$ cat config.mk
export PLATFORM = sky130hd
export DESIGN_NAME = greedy_word_wrapper_flat
export DESIGN_NICKNAME = d
export VERILOG_FILES = /design/src/rtl/gww_pkg.sv /design/src/rtl/gww_in_if.sv /design/src/rtl/gww_out_if.sv /design/src/rtl/greedy_word_wrapper.sv /design/src/rtl/gww_word_buf.sv /design/src/flat_wrapper.sv
export SDC_FILE = /design/constraint.sdc
export NUM_CORES = 1
export LEC_CHECK = 0
export BUFFER_PORTS_ARGS = -buffer_cell sky130_fd_sc_hd__buf_4
export CORE_MARGIN = 10
export CORE_UTILIZATION = 50
export CTS_CLUSTER_SIZE = 14
export DETAILED_ROUTE_END_ITERATION = 10
export PLACE_DENSITY = 0.73
export SYNTH_ARGS = -nofsm -noshare
export SYNTH_HDL_FRONTEND = slang
export SYNTH_HIERARCHICAL = 1
export SYNTH_SLANG_ARGS = --single-unit
$ cat constraint.sdc
create_clock -name i_clk -period 4.8 [get_ports i_clk]
set_input_delay 1.44 -clock i_clk [delete_from_list [all_inputs] [get_ports i_clk]]
set_output_delay 1.44 -clock i_clk [all_outputs]
set_load 0.01 [all_outputs]
$ cat src/rtl/gww_pkg.sv
// Package with the shared types and constants of the greedy word wrapper.
package gww_pkg;

    localparam logic [7:0] CH_SPACE      = 8'h20;
    localparam logic [7:0] CH_NEWLINE    = 8'h0A;
    localparam logic [1:0] PARAGRAPH_RUN = 2'd2;
    localparam logic [1:0] NL_RUN_MAX    = 2'd3;

    localparam int unsigned LINE_W_BITS  = 10;
    localparam logic [LINE_W_BITS-1:0] LINE_WIDTH_RESET = 10'd80;

    typedef enum logic {
        CMD_TEXT  = 1'b0,
        CMD_FLUSH = 1'b1
    } t_cmd;

    typedef enum logic [2:0] {
        S_IDLE,
        S_PRE,
        S_READ,
        S_EMIT,
        S_TAIL
    } t_state;

endpackage

$ cat src/rtl/gww_in_if.sv
// Input channel interface: one text byte or flush command per item.
interface gww_in_if;
    import gww_pkg::*;

    logic       valid;
    logic       ready;
    logic       command;
    logic [7:0] text_byte;

    modport source (output valid, output command, output text_byte, input ready);
    modport sink   (input valid, input command, input text_byte, output ready);
endinterface

$ cat src/rtl/gww_out_if.sv
// Output channel interface: one emitted character with its status bits per item.
interface gww_out_if;
    logic       valid;
    logic       ready;
    logic [7:0] out_byte;
    logic       last;
    logic       width_exceeded;
    logic       word_truncated;

    modport source (output valid, output out_byte, output last, output width_exceeded,
                    output word_truncated, input ready);
    modport sink   (input valid, input out_byte, input last, input width_exceeded,
                    input word_truncated, output ready);
endinterface

$ cat src/rtl/greedy_word_wrapper.sv
// Greedy word wrapper: text bytes in, wrapped text out, word replayed from a buffer memory.
// A word byte is taken and goes into the word buffer; nothing is emitted then.
// A separator or flush item is taken; the sequencer then works through its results: prefix space or
// newline, each word byte (buffer read, then emit) and tail newlines, each emit waiting for output room.
// The next item is taken once the sequencer is back in idle; the output register decouples.
// Reset (synchronous, active low) clears control state and flags; line_width returns to 80.
module greedy_word_wrapper
    import gww_pkg::*;
#(
    parameter int unsigned MAX_WORD = 32
) (
    input  logic                   i_clk,
    input  logic                   i_rst_n,
    input  logic                   i_cfg_we,
    input  logic [LINE_W_BITS-1:0] i_cfg_wdata,
    gww_in_if.sink                 i_text,
    gww_out_if.source              o_wrap
);

    localparam int unsigned WL_W = $clog2(MAX_WORD + 1);
    localparam int unsigned AW   = (MAX_WORD > 1) ? $clog2(MAX_WORD) : 1;
    localparam logic [WL_W-1:0] WL_MAX = WL_W'(MAX_WORD);

    logic [LINE_W_BITS-1:0] r_line_width;
    logic [WL_W-1:0]        r_word_len, n_word_len;
    logic [LINE_W_BITS-1:0] r_line_len, n_line_len;
    logic [1:0]             r_nl_run, n_nl_run;
    logic                   r_in_sep, n_in_sep;
    logic                   r_too_long, n_too_long;
    logic                   r_truncated, n_truncated;

    t_state                 r_state, n_state;
    logic [WL_W-1:0]        r_emit_len;
    logic [AW-1:0]          r_idx;
    logic [1:0]             r_tail, n_tail;
    logic [7:0]             r_pfx_byte;

    logic                   r_out_valid;
    logic [7:0]             r_out_byte;
    logic                   r_out_last;
    logic                   r_out_wexc;
    logic                   r_out_trunc;

    logic                   w_acc;
    logic                   w_flush, w_space, w_nl, w_char;
    logic                   w_place, w_has_word, w_fits, w_pfx;
    logic [LINE_W_BITS:0]   w_sum;
    logic [LINE_W_BITS-1:0] w_ll_place;
    logic [1:0]             w_nr_inc;
    logic                   w_mem_we;

    logic                   w_slot, w_push, w_push_last, w_rd_en, w_word_end;
    logic [7:0]             w_push_byte;
    logic [7:0]             w_rd_data;

    assign w_acc   = i_text.valid && i_text.ready;
    assign w_flush = (i_text.command == CMD_FLUSH);
    assign w_space = !w_flush && (i_text.text_byte == CH_SPACE);
    assign w_nl    = !w_flush && (i_text.text_byte == CH_NEWLINE);
    assign w_char  = !w_flush && !w_space && !w_nl;

    // Placing the pending word: decide prefix and the line length after it.
    assign w_has_word = (r_word_len != '0);
    assign w_sum      = {1'b0, r_line_len} + (LINE_W_BITS+1)'(r_word_len);
    assign w_fits     = w_sum < {1'b0, r_line_width};
    assign w_pfx      = w_has_word && (r_line_len != '0);
    assign w_nr_inc   = (r_nl_run == NL_RUN_MAX) ? NL_RUN_MAX : r_nl_run + 2'd1;
    assign w_place    = w_flush || (w_space && !r_in_sep) || w_nl;

    always_comb begin
        if (!w_has_word) begin
            w_ll_place = r_line_len;
        end else if (r_line_len != '0 && w_fits) begin
            w_ll_place = w_sum[LINE_W_BITS-1:0] + LINE_W_BITS'(1);
        end else begin
            w_ll_place = LINE_W_BITS'(r_word_len);
        end
    end

    always_comb begin
        n_word_len  = r_word_len;
        n_line_len  = r_line_len;
        n_nl_run    = r_nl_run;
        n_in_sep    = r_in_sep;
        n_too_long  = r_too_long;
        n_truncated = r_truncated;
        n_tail      = 2'd0;
        w_mem_we    = 1'b0;
        if (w_place) begin
            n_word_len = '0;
            n_line_len = w_ll_place;
            if (w_has_word && ((LINE_W_BITS+1)'(r_word_len) > {1'b0, r_line_width})) begin
                n_too_long = 1'b1;
            end
        end
        if (w_flush) begin
            n_tail     = (w_ll_place != '0) ? 2'd1 : 2'd0;
            n_line_len = '0;
            n_nl_run   = 2'd0;
            n_in_sep   = 1'b0;
        end else if (w_space) begin
            if (!r_in_sep) begin
                n_in_sep = 1'b1;
                n_nl_run = 2'd0;
            end
        end else if (w_nl) begin
            n_in_sep = 1'b0;
            n_nl_run = w_nr_inc;
            if (w_nr_inc == PARAGRAPH_RUN) begin
                n_tail     = (w_ll_place != '0) ? 2'd2 : 2'd1;
                n_line_len = '0;
            end
        end else begin
            n_nl_run = 2'd0;
            n_in_sep = 1'b0;
            if (r_word_len < WL_MAX) begin
                w_mem_we   = 1'b1;
                n_word_len = r_word_len + WL_W'(1);
            end else begin
                n_truncated = 1'b1;
            end
        end
    end

    always_ff @(posedge i_clk) begin
        if (!i_rst_n) begin
            r_line_width <= LINE_WIDTH_RESET;
        end else if (i_cfg_we) begin
            r_line_width <= i_cfg_wdata;
        end
    end

    always_ff @(posedge i_clk) begin
        if (!i_rst_n) begin
            r_word_len  <= '0;
            r_line_len  <= '0;
            r_nl_run    <= 2'd0;
            r_in_sep    <= 1'b0;
            r_too_long  <= 1'b0;
            r_truncated <= 1'b0;
        end else if (w_acc) begin
            r_word_len  <= n_word_len;
            r_line_len  <= n_line_len;
            r_nl_run    <= n_nl_run;
            r_in_sep    <= n_in_sep;
            r_too_long  <= n_too_long;
            r_truncated <= n_truncated;
        end
    end

    gww_word_buf #(
        .DEPTH (MAX_WORD),
        .AW    (AW)
    ) u_word_buf (
        .i_clk     (i_clk),
        .i_wr_en   (w_acc && w_mem_we),
        .i_wr_addr (r_word_len[AW-1:0]),
        .i_wr_data (i_text.text_byte),
        .i_rd_en   (w_rd_en),
        .i_rd_addr (r_idx),
        .o_rd_data (w_rd_data)
    );

    // Sequencer: prefix, then each word byte as read then emit, then tail newlines.
    assign w_slot     = !r_out_valid || o_wrap.ready;
    assign w_word_end = (WL_W'(r_idx) + WL_W'(1)) == r_emit_len;

    always_comb begin
        n_state = r_state;
        unique case (r_state)
            S_IDLE: begin
                if (w_acc && w_place && w_has_word) begin
                    n_state = w_pfx ? S_PRE : S_READ;
                end else if (w_acc && n_tail != 2'd0) begin
                    n_state = S_TAIL;
                end
            end
            S_PRE: begin
                if (w_slot) begin
                    n_state = S_READ;
                end
            end
            S_READ: begin
                n_state = S_EMIT;
            end
            S_EMIT: begin
                if (w_slot) begin
                    if (!w_word_end) begin
                        n_state = S_READ;
                    end else if (r_tail != 2'd0) begin
                        n_state = S_TAIL;
                    end else begin
                        n_state = S_IDLE;
                    end
                end
            end
            S_TAIL: begin
                if (w_slot && r_tail == 2'd1) begin
                    n_state = S_IDLE;
                end
            end
            default: n_state = S_IDLE;
        endcase
    end

    always_comb begin
        w_push      = 1'b0;
        w_push_byte = CH_NEWLINE;
        w_push_last = 1'b0;
        w_rd_en     = 1'b0;
        unique case (r_state)
            S_IDLE: begin
            end
            S_PRE: begin
                w_push      = w_slot;
                w_push_byte = r_pfx_byte;
            end
            S_READ: begin
                w_rd_en = 1'b1;
            end
            S_EMIT: begin
                w_push      = w_slot;
                w_push_byte = w_rd_data;
                w_push_last = w_word_end && (r_tail == 2'd0);
            end
            S_TAIL: begin
                w_push      = w_slot;
                w_push_last = (r_tail == 2'd1);
            end
            default: begin
            end
        endcase
    end

    assign i_text.ready = (r_state == S_IDLE);

    always_ff @(posedge i_clk) begin
        if (!i_rst_n) begin
            r_state <= S_IDLE;
            r_tail  <= 2'd0;
        end else begin
            r_state <= n_state;
            if (w_acc) begin
                r_tail <= n_tail;
            end else if (r_state == S_TAIL && w_slot) begin
                r_tail <= r_tail - 2'd1;
            end
        end
    end

    always_ff @(posedge i_clk) begin
        if (w_acc) begin
            r_emit_len <= r_word_len;
            r_idx      <= '0;
            r_pfx_byte <= w_fits ? CH_SPACE : CH_NEWLINE;
        end else if (r_state == S_EMIT && w_slot && !w_word_end) begin
            r_idx <= r_idx + AW'(1);
        end
    end

    always_ff @(posedge i_clk) begin
        if (!i_rst_n) begin
            r_out_valid <= 1'b0;
        end else if (w_slot) begin
            r_out_valid <= w_push;
        end
    end

    always_ff @(posedge i_clk) begin
        if (w_push) begin
            r_out_byte  <= w_push_byte;
            r_out_last  <= w_push_last;
            r_out_wexc  <= r_too_long;
            r_out_trunc <= r_truncated;
        end
    end

    assign o_wrap.valid          = r_out_valid;
    assign o_wrap.out_byte       = r_out_byte;
    assign o_wrap.last           = r_out_last;
    assign o_wrap.width_exceeded = r_out_wexc;
    assign o_wrap.word_truncated = r_out_trunc;

    a_word_len_bound: assert property (@(posedge i_clk) disable iff (!i_rst_n)
        r_word_len <= WL_MAX)
        else $error("word length beyond buffer depth");

    a_last_ends_item: assert property (@(posedge i_clk) disable iff (!i_rst_n)
        w_push && w_push_last |=> r_state == S_IDLE)
        else $error("sequencer busy after last result of an item");

    a_emit_in_word: assert property (@(posedge i_clk) disable iff (!i_rst_n)
        (r_state == S_READ || r_state == S_EMIT) |-> WL_W'(r_idx) < r_emit_len)
        else $error("word replay index past word length");

    a_char_no_output: assert property (@(posedge i_clk) disable iff (!i_rst_n)
        w_acc && w_char |=> r_state == S_IDLE)
        else $error("word byte started output");

endmodule

$ cat src/rtl/gww_word_buf.sv
// Word buffer memory: one write port and one registered read port.
module gww_word_buf #(
    parameter int unsigned DEPTH = 32,
    parameter int unsigned AW    = 5
) (
    input  logic          i_clk,
    input  logic          i_wr_en,
    input  logic [AW-1:0] i_wr_addr,
    input  logic [7:0]    i_wr_data,
    input  logic          i_rd_en,
    input  logic [AW-1:0] i_rd_addr,
    output logic [7:0]    o_rd_data
);

    logic [7:0] r_mem [DEPTH];
    logic [7:0] r_rd_data;

    always_ff @(posedge i_clk) begin
        if (i_wr_en) begin
            r_mem[i_wr_addr] <= i_wr_data;
        end
    end

    always_ff @(posedge i_clk) begin
        if (i_rd_en) begin
            r_rd_data <= r_mem[i_rd_addr];
        end
    end

    assign o_rd_data = r_rd_data;

endmodule

$ cat src/flat_wrapper.sv
// flat-port wrapper written by rule: the top's interface ports become plain ports
module greedy_word_wrapper_flat import gww_pkg::*;
#(
    parameter int unsigned MAX_WORD = 32
)
  (i_clk, i_rst_n, i_cfg_we, i_cfg_wdata, i_text_valid, i_text_command, i_text_text_byte, i_text_ready, o_wrap_valid, o_wrap_out_byte, o_wrap_last, o_wrap_width_exceeded, o_wrap_word_truncated, o_wrap_ready);
  gww_in_if i_text_i ();
  gww_out_if o_wrap_i ();
  input  logic i_clk;
  input  logic i_rst_n;
  input  logic i_cfg_we;
  input  logic [LINE_W_BITS-1:0] i_cfg_wdata;
  input wire logic [$bits(i_text_i.valid)-1:0] i_text_valid;
  input wire logic [$bits(i_text_i.command)-1:0] i_text_command;
  input wire logic [$bits(i_text_i.text_byte)-1:0] i_text_text_byte;
  output wire logic [$bits(i_text_i.ready)-1:0] i_text_ready;
  output wire logic [$bits(o_wrap_i.valid)-1:0] o_wrap_valid;
  output wire logic [$bits(o_wrap_i.out_byte)-1:0] o_wrap_out_byte;
  output wire logic [$bits(o_wrap_i.last)-1:0] o_wrap_last;
  output wire logic [$bits(o_wrap_i.width_exceeded)-1:0] o_wrap_width_exceeded;
  output wire logic [$bits(o_wrap_i.word_truncated)-1:0] o_wrap_word_truncated;
  input wire logic [$bits(o_wrap_i.ready)-1:0] o_wrap_ready;
  assign i_text_i.valid = i_text_valid;
  assign i_text_i.command = i_text_command;
  assign i_text_i.text_byte = i_text_text_byte;
  assign i_text_ready = i_text_i.ready;
  assign o_wrap_valid = o_wrap_i.valid;
  assign o_wrap_out_byte = o_wrap_i.out_byte;
  assign o_wrap_last = o_wrap_i.last;
  assign o_wrap_width_exceeded = o_wrap_i.width_exceeded;
  assign o_wrap_word_truncated = o_wrap_i.word_truncated;
  assign o_wrap_i.ready = o_wrap_ready;
  greedy_word_wrapper #(.MAX_WORD(MAX_WORD)) u_core (.i_clk(i_clk), .i_rst_n(i_rst_n), .i_cfg_we(i_cfg_we), .i_cfg_wdata(i_cfg_wdata), .i_text(i_text_i), .o_wrap(o_wrap_i));
endmodule
==> results of run 1 <==
[state kept, by name, indices dropped and copies added, names as in the netlist, 2 cells and up]
| register | flops |
|---|---|
| u_core/r_nl_run | 2 |
| u_core/r_line_width | 10 |
| u_core/r_pfx_byte | 2 |
| u_core/r_state | 3 |
| u_core/r_idx | 5 |
| u_core/r_line_len | 10 |
| u_core/r_emit_len | 6 |
| u_core/u_word_buf/r_mem | 256 |
| u_core/r_tail | 2 |
| u_core/u_word_buf/o_rd_data | 8 |
| u_core/o_wrap.out_byte | 8 |
| u_core/r_word_len | 6 |
[layout make-up]
type                            count  share of cell area, %
Sequential cell                   325                   57.8
Multi-Input combinational cell    499                   28.1
Clock buffer                       44                   5.76
Timing Repair Buffer               83                   3.93
Tap cell                          378                   2.92
Clock inverter                     19                   1.11
Inverter                           18                  0.418
[where the power goes]
part           total (uW)  switching [uW]  internal, uW
Combinational         252             161          90.7
Clock                2590            1050          1540
Sequential           3120            18.5          3100
[through the flow]
step	instance area (um2)	setup slack, ns	utilization (%)	cells	TNS, ns
4_1_cts	16100	0.207	58.1	1364	0
3_5_place_dp	15000	0.246	54.1	1301	0
6_report	16200	0.217	58.2	1366	0
2_1_floorplan	14100	0.526	-	877	0
3_3_place_gp	15000	0.357	54.1	1301	0
5_1_grt	16200	-0.0316	58.2	1366	-0.0316
[Yosys cell counts (15+ instances only)]
master	n	share of area, %
dfxtp_1	42	6.0
nor2_1	61	1.6
nand2_1	52	1.4
mux4_2	80	13
nor3_1	19	0.67
nand3_1	15	0.53
clkbuf_1	17	0.45
nor2b_1	23	1.0
inv_1	16	0.43
edfxtp_1	283	60
ha_1	27	2.4
a21oi_1	28	0.99
o21ai_0	30	1.1
[worst max-delay path: stages (launching register included)]
cell and delay [ns]:
dfxtp_1 0.33, ha_1 0.23, fa_1 0.44, a21o_1 0.24, a221oi_4 0.34, nor2_1 0.10, xor2_1 0.17, ha_1 0.34
a21o_1 0.20, a21oi_1 0.17, o21ai_2 0.09, a41oi_4 0.24, inv_2 0.12, o31a_2 0.37, a21oi_1 0.16, nand4_1 0.12
or4_1 0.56, nand2_1 0.10, mux2i_1 0.19
[routing by layer]
layer	GRT usage (%)	share of wire, %
met2	27.0	48
met1	23.3	43
met4	5.32	2.5
met3	3.40	6.7
met5	0	0.043
[worst min-delay path by stage]
| stage | from | end | cells past startpoint |
|---|---|---|---|
| 2_1_floorplan | u_core/r_too_long$_SDFFE_PN0P_ | u_core/o_wrap.width_exceeded$_DFFE_PP_ | 0 |
| 3_3_place_gp | u_core/r_nl_run[1]$_SDFFE_PN0P_ | u_core/r_nl_run[1]$_SDFFE_PN0P_ | 2 |
| 3_5_place_dp | u_core/r_too_long$_SDFFE_PN0P_ | u_core/o_wrap.width_exceeded$_DFFE_PP_ | 0 |
| 4_1_cts | u_core/r_too_long$_SDFFE_PN0P_ | u_core/o_wrap.width_exceeded$_DFFE_PP_ | 0 |
| 5_1_grt | u_core/r_too_long$_SDFFE_PN0P_ | u_core/o_wrap.width_exceeded$_DFFE_PP_ | 0 |
| 6_report | u_core/r_too_long$_SDFFE_PN0P_ | u_core/o_wrap.width_exceeded$_DFFE_PP_ | 0 |
[logic make-up (layout without fill, tap and decap cells)]
family	Yosys count	in the layout
AND/OR/NAND/NOR	236	236
XOR/XNOR	22	22
AO/OA/AOI/OAI	112	112
multiplexers	101	101
flip-flops	325	325
buffers and inverters	53	164
adder cells (fa/ha/maj)	28	28
[cell usage in the layout (no fill, tap or decap), types with 10 or more instances in the layout]
cell       Yosys  routed
mux4_2        80      80
o21ai_0       30      30
edfxtp_1     283     283
nor3_1        19      19
clkbuf_16      0      36
nor2_1        61      60
mux2i_1       12      12
and3_1        10      10
xor2_1        14      14
nor2b_1       23      23
nand2_1       52      52
buf_4          6      82
a21oi_1       28      28
inv_1         16      16
dfxtp_1       42      40
nand3_1       15      15
ha_1          27      27
[repair_timing]
action | in CTS | in global routing
endpoints found under the setup margin | 0 | 2
setup buffers | 0 | 2
gates resized for setup | 0 | 4
==> flow_summary.yaml, run 1 <==
logic_synthesis:
  synth_compound_area_share_pct: 5.35
  synth_mux_area_share_pct: 14.4
  yosysSeqAreaShare_pct: 66.3
  netlist_area_um2: 14100
  synth-simple-area-share_pct: 8.43
  synth_adder_area_share_pct: 2.54
  synth_seq_cells: 325
  synth_fp_nets: 929
  synth_xor_area_share_pct: 1.37
  synth.avg_cell_area_um2: 16.1
  synth_edf_count: 283
  ys_async_sr_fraction_pct: 0
  synthesis.instances: 877
  ys.flop_type: "edfxtp_1"
  synth_top_family_by_area: "multiplexers"
  yosys_warnings: 6
  post_synth_num_cell_types: 64
job:
  drv_cap: 0
drt:
  via_count: 8093
  drt_iter0_drc: 789
  antenna_left: 0
  firstDrtPassIters: 4
  post_drt_wl_per_cell_um: 22.1
  drt-total-wl_mm: 30.2
  drc: 0
  via_per_inst: 5.92
setup_path:
  end_kind: "flip-flop"
  r2r-start: "u_core/r_line_len[0]$_SDFFE_PN0P_"
  reg2reg_to: "u_core/r_state[1]$_SDFFE_PN0P_"
  critical_path_class: "reg2reg"
  worstPathMaxFanout: 6
  crit_start: "u_core/r_line_len[0]$_SDFFE_PN0P_"
  cp-endpoint: "u_core/r_state[1]$_SDFFE_PN0P_"
  ff2ff_path_depth: 18
  regToRegSetupSlack_ns: 0.22
  start_kind: "flip-flop"
  required_ns: 5.23
  critical_path_arrival_ns: 5.02
grt:
  grtUsageTotal_pct: 17.0
  antenna_found_initial: 1
  grt_pass1_vias: 8111
  grt_first_pass_wirelength_mm: 47.4
  grt_start_max_net_pins: 70
  grt.overflow.total: 0
clock_network:
  cts_max_level: 2
  cts_tree: "built"
  cts_made_buffers: 35
  clk_pin_slew_ns: 0.06
  cts.hold.buffers_added: 0
  clock_sinks: 325
  clkLatencyLatePin_ns: 0.52
  cts_max_path_buffers: 3
  root_buffer: "clkbuf_16"
sta:
  holdWs_ns: 0.466
  setup_viol: 0
  relSlewSlack_pct: 24.7
  max_slew.worst_pin.slew_ns: 1.12
  fin_skew_ns: 0.0215
  finalCritPeriodShare_pct: 95.5
  max_freq_ghz: 0.218
  fin_crit_ns: 4.58
  hold_viol: 0
  slew_violations: 0
power_and_ir_drop:
  power.density_nw_per_um2: 369
  p_leak_uw: 0.00539
  p_total_uw: 5960
  ir_drop_mv: 0.324
final_layout:
  nets: 1014
  fillCellCount: 2113
  antenna_cells: 0
  drive_above_1_share_pct: 24.4
  multi_input_area_um2: 4540
  regArea_um2: 9340
  synthToLayoutAreaGrowth_pct: 14.8
run_status:
  status: "finished, final reports clean"
floorplan:
  core_um2: 27800
  start_util_pct: 50.7
  rows: 61
  die_y_um: 188
  die_w_um: 188
  io-pin-count: 37
  die_area_um2: 35300
min_path:
  hold_path_class: "reg2reg"
placed_design:
  dp_hpwl_mm: 19.1
  portBuffers: 36
  place.gp.congestion: 0.897
(Power assumes the default switching activity.)
==> run 2: changes to the inputs <==
--- a/config.mk
+++ b/config.mk
@@ -13,5 +13,4 @@
 export PLACE_DENSITY = 0.73
 export SYNTH_ARGS = -nofsm -noshare
 export SYNTH_HDL_FRONTEND = slang
-export SYNTH_HIERARCHICAL = 1
 export SYNTH_SLANG_ARGS = --single-unit
==> run 2 against run 1 <==
Synthesized cell count shrank 3.0%. Non-clock buffer count shrank 2. Clock power grew 5%. Combinational power shrank 14%. Clock skew shrank 0.0094 ns. Via count shrank 2.4%. First-iteration DRC count shrank 8.0%. Critical endpoint is now u_core.r_state[2]$_SDFFE_PN0P_. Highest routed layer is now met4.
==> flow_summary.yaml, run 2 <==
sta:
  holdWs_ns: 0.443
  setup_viol: 0
  slew_violations: 0
  rsz0062_at_grt: "no"
  max_slew.worst_pin.slew_ns: 1.21
  tns_ns: 0
  fin_crit_ns: 4.44
  fin_skew_ns: 0.0121
  finalCritPeriodShare_pct: 92.5
  max_freq_ghz: 0.225
  relSlewSlack_pct: 19.5
  hold_viol: 0
logic_synthesis:
  yosysMostFrequentCell: "edfxtp_1"
  synth_edf_count: 283
  synth_area_leaders: "edfxtp_1 61%, mux4_2 13%, dfxtp_1 6.1%"
  synth_area_leader_cell: "edfxtp_1"
  synth_common_cells: "283 x edfxtp_1, 82 x nor2_1, 80 x mux4_2"
  synth_xor_area_share_pct: 1.32
  synthesis.instances: 851
  synth_top_family_by_area: "multiplexers"
  ys.flop_type: "edfxtp_1"
  yosys_warnings: 0
  ys_async_sr_fraction_pct: 0
  synth_seq_cells: 325
  synth_fp_nets: 905
  netlist_area_um2: 13900
  post_synth_num_cell_types: 66
  synth-simple-area-share_pct: 7.22
  synth.avg_cell_area_um2: 16.3
  synth_compound_area_share_pct: 5.24
  synth_mux_area_share_pct: 14.6
  yosysTopAreaCellShare_pct: 61.2
  synth_adder_area_share_pct: 2.76
  yosysSeqAreaShare_pct: 67.2
drt:
  drt_iter0_drc: 726
  via_count: 7900
  post_drt_wl_per_cell_um: 23.0
  firstDrtPassIters: 5
  antenna_left: 0
  drc: 0
  via_per_inst: 5.94
  drt-total-wl_mm: 30.6
floorplan:
  rows: 60
  start_util_pct: 51.1
  io-pin-count: 37
  die_y_um: 187
  die_w_um: 187
  die_area_um2: 34800
  core_um2: 27200
final_layout:
  nets: 986
  antenna_cells: 0
  drive_above_1_share_pct: 24.1
  synthToLayoutAreaGrowth_pct: 15.3
  top_regs: "u_core.u_word_buf.r_mem x256, u_core.r_line_len x10, u_core.r_line_width x10"
  max_flop_register: "u_core.u_word_buf.r_mem"
  largest_reg_flops: 256
  final_cell_mix: "283 x edfxtp_1, 82 x nor2_1, 80 x mux4_2"
  design_area_um2: 16000
  final_common_cell: "edfxtp_1"
power_and_ir_drop:
  ir_drop_mv: 0.321
  p_total_uw: 6050
  power.density_nw_per_um2: 378
  p_leak_uw: 0.00531
grt:
  grt.overflow.total: 0
  grtUsageTotal_pct: 17.2
  grt_pass1_vias: 7891
  grt_start_max_net_pins: 42
  grt_first_pass_wirelength_mm: 46.9
  antenna_found_initial: 0
clock_network:
  cts_max_level: 2
  cts_made_buffers: 35
  clkLatencyLatePin_ns: 0.51
  cts_tree: "built"
  cts.hold.buffers_added: 0
  cts_resized: 0
  cts_max_path_buffers: 3
  clock_sinks: 325
  root_buffer: "clkbuf_16"
  clk_pin_slew_ns: 0.06
  post-cts-setup-buffer-count: 0
placed_design:
  dp_hpwl_mm: 19.6
  portBuffers: 36
  place.gp.congestion: 0.860
  placed_cell_area_um2: 14800
setup_path:
  required_ns: 5.19
  critical_path_class: "reg2reg"
  end_kind: "flip-flop"
  crit_start: "u_core.r_word_len[1]$_SDFFE_PN0P_"
  critical_path_arrival_ns: 4.84
  worstPathMaxFanout: 10
  start_kind: "flip-flop"
  r2r-start: "u_core.r_word_len[1]$_SDFFE_PN0P_"
job:
  drv_cap: 0
min_path:
  hold_path_class: "reg2reg"
  hp-start: "u_core.r_too_long$_SDFFE_PN0P_"
run_status:
  status: "finished, final reports clean"
-- run 2: cell count changes after synthesis, moves of 5 or more --
cell / delta
nand3b_1: -5
a21boi_0: -5
nor3_1: -5
nor2_1: +21
a21oi_1: -8
buf_4: -6
nor2b_1: -17
clkbuf_1: +11
and2_1: -6
o21ai_0: -11
-- run 2: cells by family (layout without fill, tap and decap cells) --
family,after synthesis,after routing
adders and majority gates,30,30
AOI/OAI and AO/OA,102,102
and+or+nand+nor,214,214
buffers and inverters,57,163
xor gates and xnor gates,21,21
muxes,102,102
DFF,325,325
-- run 2: power breakdown --
part	internal, uW	switching [uW]	total (uW)	leakage [uW]
clock network	1670	1050	2720	0.000570
registers	3100	15.4	3110	0.00289
logic	75.5	140	216	0.00184
total	4840	1210	6050	0.00531
-- run 2: critical path, cell delays in order, from the launching register on --
cell and delay (ns):
dfxtp_1 0.57, ha_1 0.32, a211oi_2 0.32, o21a_1 0.21, o21ai_0 0.14, xor2_1 0.24
ha_1 0.27, o21a_1 0.18, o21ai_0 0.19, o21a_4 0.21, inv_4 0.06, o31a_1 0.30
a221o_1 0.31, nor3_2 0.19, o211ai_2 0.15, a311o_2 0.44, o211a_1 0.21
-- run 2: final timing paths --
path                                                                to  slack, ns  cells after the start
worst min register to register  u_core.o_wrap.width_exceeded$_DFFE_PP_       0.44                      0
worst max-delay path                    u_core.r_state[2]$_SDFFE_PN0P_       0.36                     16
worst max register to register          u_core.r_state[2]$_SDFFE_PN0P_       0.36                     16
worst min-delay path            u_core.o_wrap.width_exceeded$_DFFE_PP_       0.44                      0
-- run 2: metrics by stage --
stage / util (%) / worst slack (ns) / std cells
detailed placement: 54.6 / 0.308 / 1267
floorplan: - / 0.621 / 851
CTS: 58.9 / 0.405 / 1329
global route: 58.9 / 0.0621 / 1329
finish: 58.9 / 0.358 / 1329
global placement: 54.6 / 0.330 / 1267
-- run 2: layer usage --
metal	vias to the layer above	share of wire, %	GRT usage, %
li1	3536	-	-
met1	3983	42	23.2
met2	321	47	26.2
met3	60	9.1	5.33
met4	0	2.1	4.99
met5	-	0	0
-- run 2: cell type report --
cell class,count,area (um2)
Fill cell,2026,11200
Sequential cell,325,9340
Multi-Input combinational cell,469,4330
Clock buffer,43,948
Timing Repair Buffer,81,633
Tap cell,372,465
Clock inverter,19,215
Inverter,20,77.6
==> run 3: changes to the inputs <==
--- a/config.mk
+++ b/config.mk
@@ -10,7 +10,7 @@
 export CORE_UTILIZATION = 50
 export CTS_CLUSTER_SIZE = 14
 export DETAILED_ROUTE_END_ITERATION = 10
-export PLACE_DENSITY = 0.73
+export PLACE_DENSITY = 0.66
 export SYNTH_ARGS = -nofsm -noshare
 export SYNTH_HDL_FRONTEND = slang
 export SYNTH_SLANG_ARGS = --single-unit
==> run 3 against run 2 <==
Non-clock buffer count is 3 higher. Via count is 0.24% lower. Maximum frequency is 1.6% lower. Clock skew is 0.012 ns higher. Critical path type unchanged.
==> flow_summary.yaml, run 3 (synthesis gave the netlist of run 2 again) <==
power_and_ir_drop:
  p_int_uw: 4610
  seqPwrFrac_pct: 53.6
  p_leak_uw: 0.00526
  ir_drop_mv: 0.316
  p_total_uw: 5800
  p_sw_share_pct: 20.5
  power.density_nw_per_um2: 365
  p_sw_uw: 1190
  clkPwrFrac_pct: 42.7
  pwr-share-comb_pct: 3.7
drt:
  drt_iter0_drc: 737
  antenna_left: 0
  drt-total-wl_mm: 30.3
  drc: 0
  firstDrtPassIters: 5
  post_drt_wl_per_cell_um: 22.8
  dr_wl_met2_mm: 13.7
  via_per_inst: 5.93
  wl_met3_mm: 2.47
  met1Wirelength_mm: 13.6
  top_layer: "met4"
  via_count: 7881
sta:
  setup_viol: 0
  max_slew.worst_pin.slew_ns: 1.17
  fin_skew_ns: 0.0237
  hold_viol: 0
  max_freq_ghz: 0.221
  fin_crit_ns: 4.52
  slew_violations: 0
  relSlewSlack_pct: 21.8
  finalCritPeriodShare_pct: 94.1
  rsz0062_at_grt: "no"
  tns_ns: 0
placed_design:
  portBuffers: 36
  place.gp.congestion: 0.884
  placed_cell_area_um2: 14800
  dp_hpwl_mm: 20.1
  dpl.cell_count: 1270
setup_path:
  path_cells: "ha_1 > fa_1 > a21o_1 > a31oi_1 > nor3_1 > xor2_1 > ha_1 > a211oi_1 > o211a_1 > o21a_4 > inv_4 > o31ai_1 > o211ai_1 > a2111oi_2 > o211ai_2 > a311o_2 > o211a_1"
  end_kind: "flip-flop"
  required_ns: 5.21
  critical_path_arrival_ns: 4.92
  critical_path_class: "reg2reg"
  crit_path_top_delay_cell: "a311o_2"
  start_kind: "flip-flop"
  worstPathMaxFanout: 6
  worst_path_largest_cell_delay_ns: 0.44
  crit_buf_inv: 1
  cp_top_family: "compound AO/OA/AOI/OAI gates"
grt:
  grt_first_pass_wirelength_mm: 47.2
  grt_start_max_net_pins: 65
  grtUsageTotal_pct: 17.3
  grt_pass1_vias: 7750
  antenna_found_initial: 0
  grt.overflow.total: 0
min_path:
  hold_path_class: "reg2reg"
clock_network:
  clk_pin_slew_ns: 0.06
  post-cts-setup-buffer-count: 0
  cts_tree: "built"
  cts_max_level: 2
  clock_sinks: 325
  cts_resized: 0
  cts_made_buffers: 35
  clkLatencyLatePin_ns: 0.52
  root_buffer: "clkbuf_16"
  cts_max_path_buffers: 3
  cts.hold.buffers_added: 0
floorplan:
  die_area_um2: 34800
  die_y_um: 187
  rows: 60
  io-pin-count: 37
  core_um2: 27200
  die_w_um: 187
  start_util_pct: 51.1
final_layout:
  fin_cells: 1329
  max_flop_register: "u_core.u_word_buf.r_mem"
  final_common_cell: "edfxtp_1"
  design_area_um2: 15900
  final_cell_mix: "283 x edfxtp_1, 84 x buf_4, 82 x nor2_1"
  largest_reg_flops: 256
  antenna_cells: 0
  drive_above_1_share_pct: 24.2
  top_regs: "u_core.u_word_buf.r_mem x256, u_core.r_line_len x10, u_core.r_line_width x10"
  nets: 989
  synthToLayoutAreaGrowth_pct: 14.4
run_status:
  status: "finished, final reports clean"
job:
  drv_cap: 0
-- run 3: changes by cell type in the layout (fill, tap and decap cells not counted), moves of 2 or more --
cell,delta
buf_4,+5
clkinv_1,-2
bufinv_16,-4
buf_12,-2
-- run 3: path summary, 6_finish.rpt --
kind	slack (ns)	cells after the start	end	start
min reg2reg	0.44	0	u_core.o_wrap.width_exceeded$_DFFE_PP_	u_core.r_too_long$_SDFFE_PN0P_
max reg2reg	0.28	17	u_core.r_state[2]$_SDFFE_PN0P_	u_core.r_line_len[0]$_SDFFE_PN0P_
max	0.28	17	u_core.r_state[2]$_SDFFE_PN0P_	u_core.r_line_len[0]$_SDFFE_PN0P_
min	0.44	0	u_core.o_wrap.width_exceeded$_DFFE_PP_	u_core.r_too_long$_SDFFE_PN0P_
-- run 3: routing by layer --
metal	vias up	global-route usage [%]
met5	-	0
met4	0	4.53
met3	43	3.71
met2	332	25.7
met1	3968	25.5
li1	3538	-
-- run 3: final cells by class --
| cell class | instances | area, um2 |
|---|---|---|
| clock buffers | 44 | 941 |
| fillers | 2102 | 11300 |
| inverters | 20 | 77.6 |
| clock inverters | 15 | 109 |
| flip-flops and latches | 325 | 9340 |
| repair buffers | 84 | 631 |
| multi-input cells | 469 | 4330 |
| well taps | 372 | 465 |
-- run 3: power groups by stage --
stage	registers [uW]	logic [uW]	clock network [uW]
2_1_floorplan	3170	105	0
6_report	3110	216	2480
3_3_place_gp	3170	213	0
3_5_place_dp	3170	216	0
5_1_grt	3110	239	2660
4_1_cts	3110	217	2530
-- run 3: through the flow --
stage,hold WS [ns],util (%),setup slack [ns]
5_1_grt,0.451,58.5,0.0308
4_1_cts,0.440,58.5,0.333
3_3_place_gp,0.418,54.6,0.457
6_report,0.440,58.5,0.285
2_1_floorplan,0.409,-,0.621
3_5_place_dp,0.424,54.6,0.336
-- run 3: worst reg2reg max path, cell delays in order, from the launching register on --
cell	delay, ns
dfxtp_1	0.33
ha_1	0.24
fa_1	0.43
a21o_1	0.23
a31oi_1	0.22
nor3_1	0.09
xor2_1	0.26
ha_1	0.31
a211oi_1	0.22
o211a_1	0.19
o21a_4	0.18
inv_4	0.07
o31ai_1	0.33
o211ai_1	0.17
a2111oi_2	0.32
o211ai_2	0.19
a311o_2	0.44
o211a_1	0.21
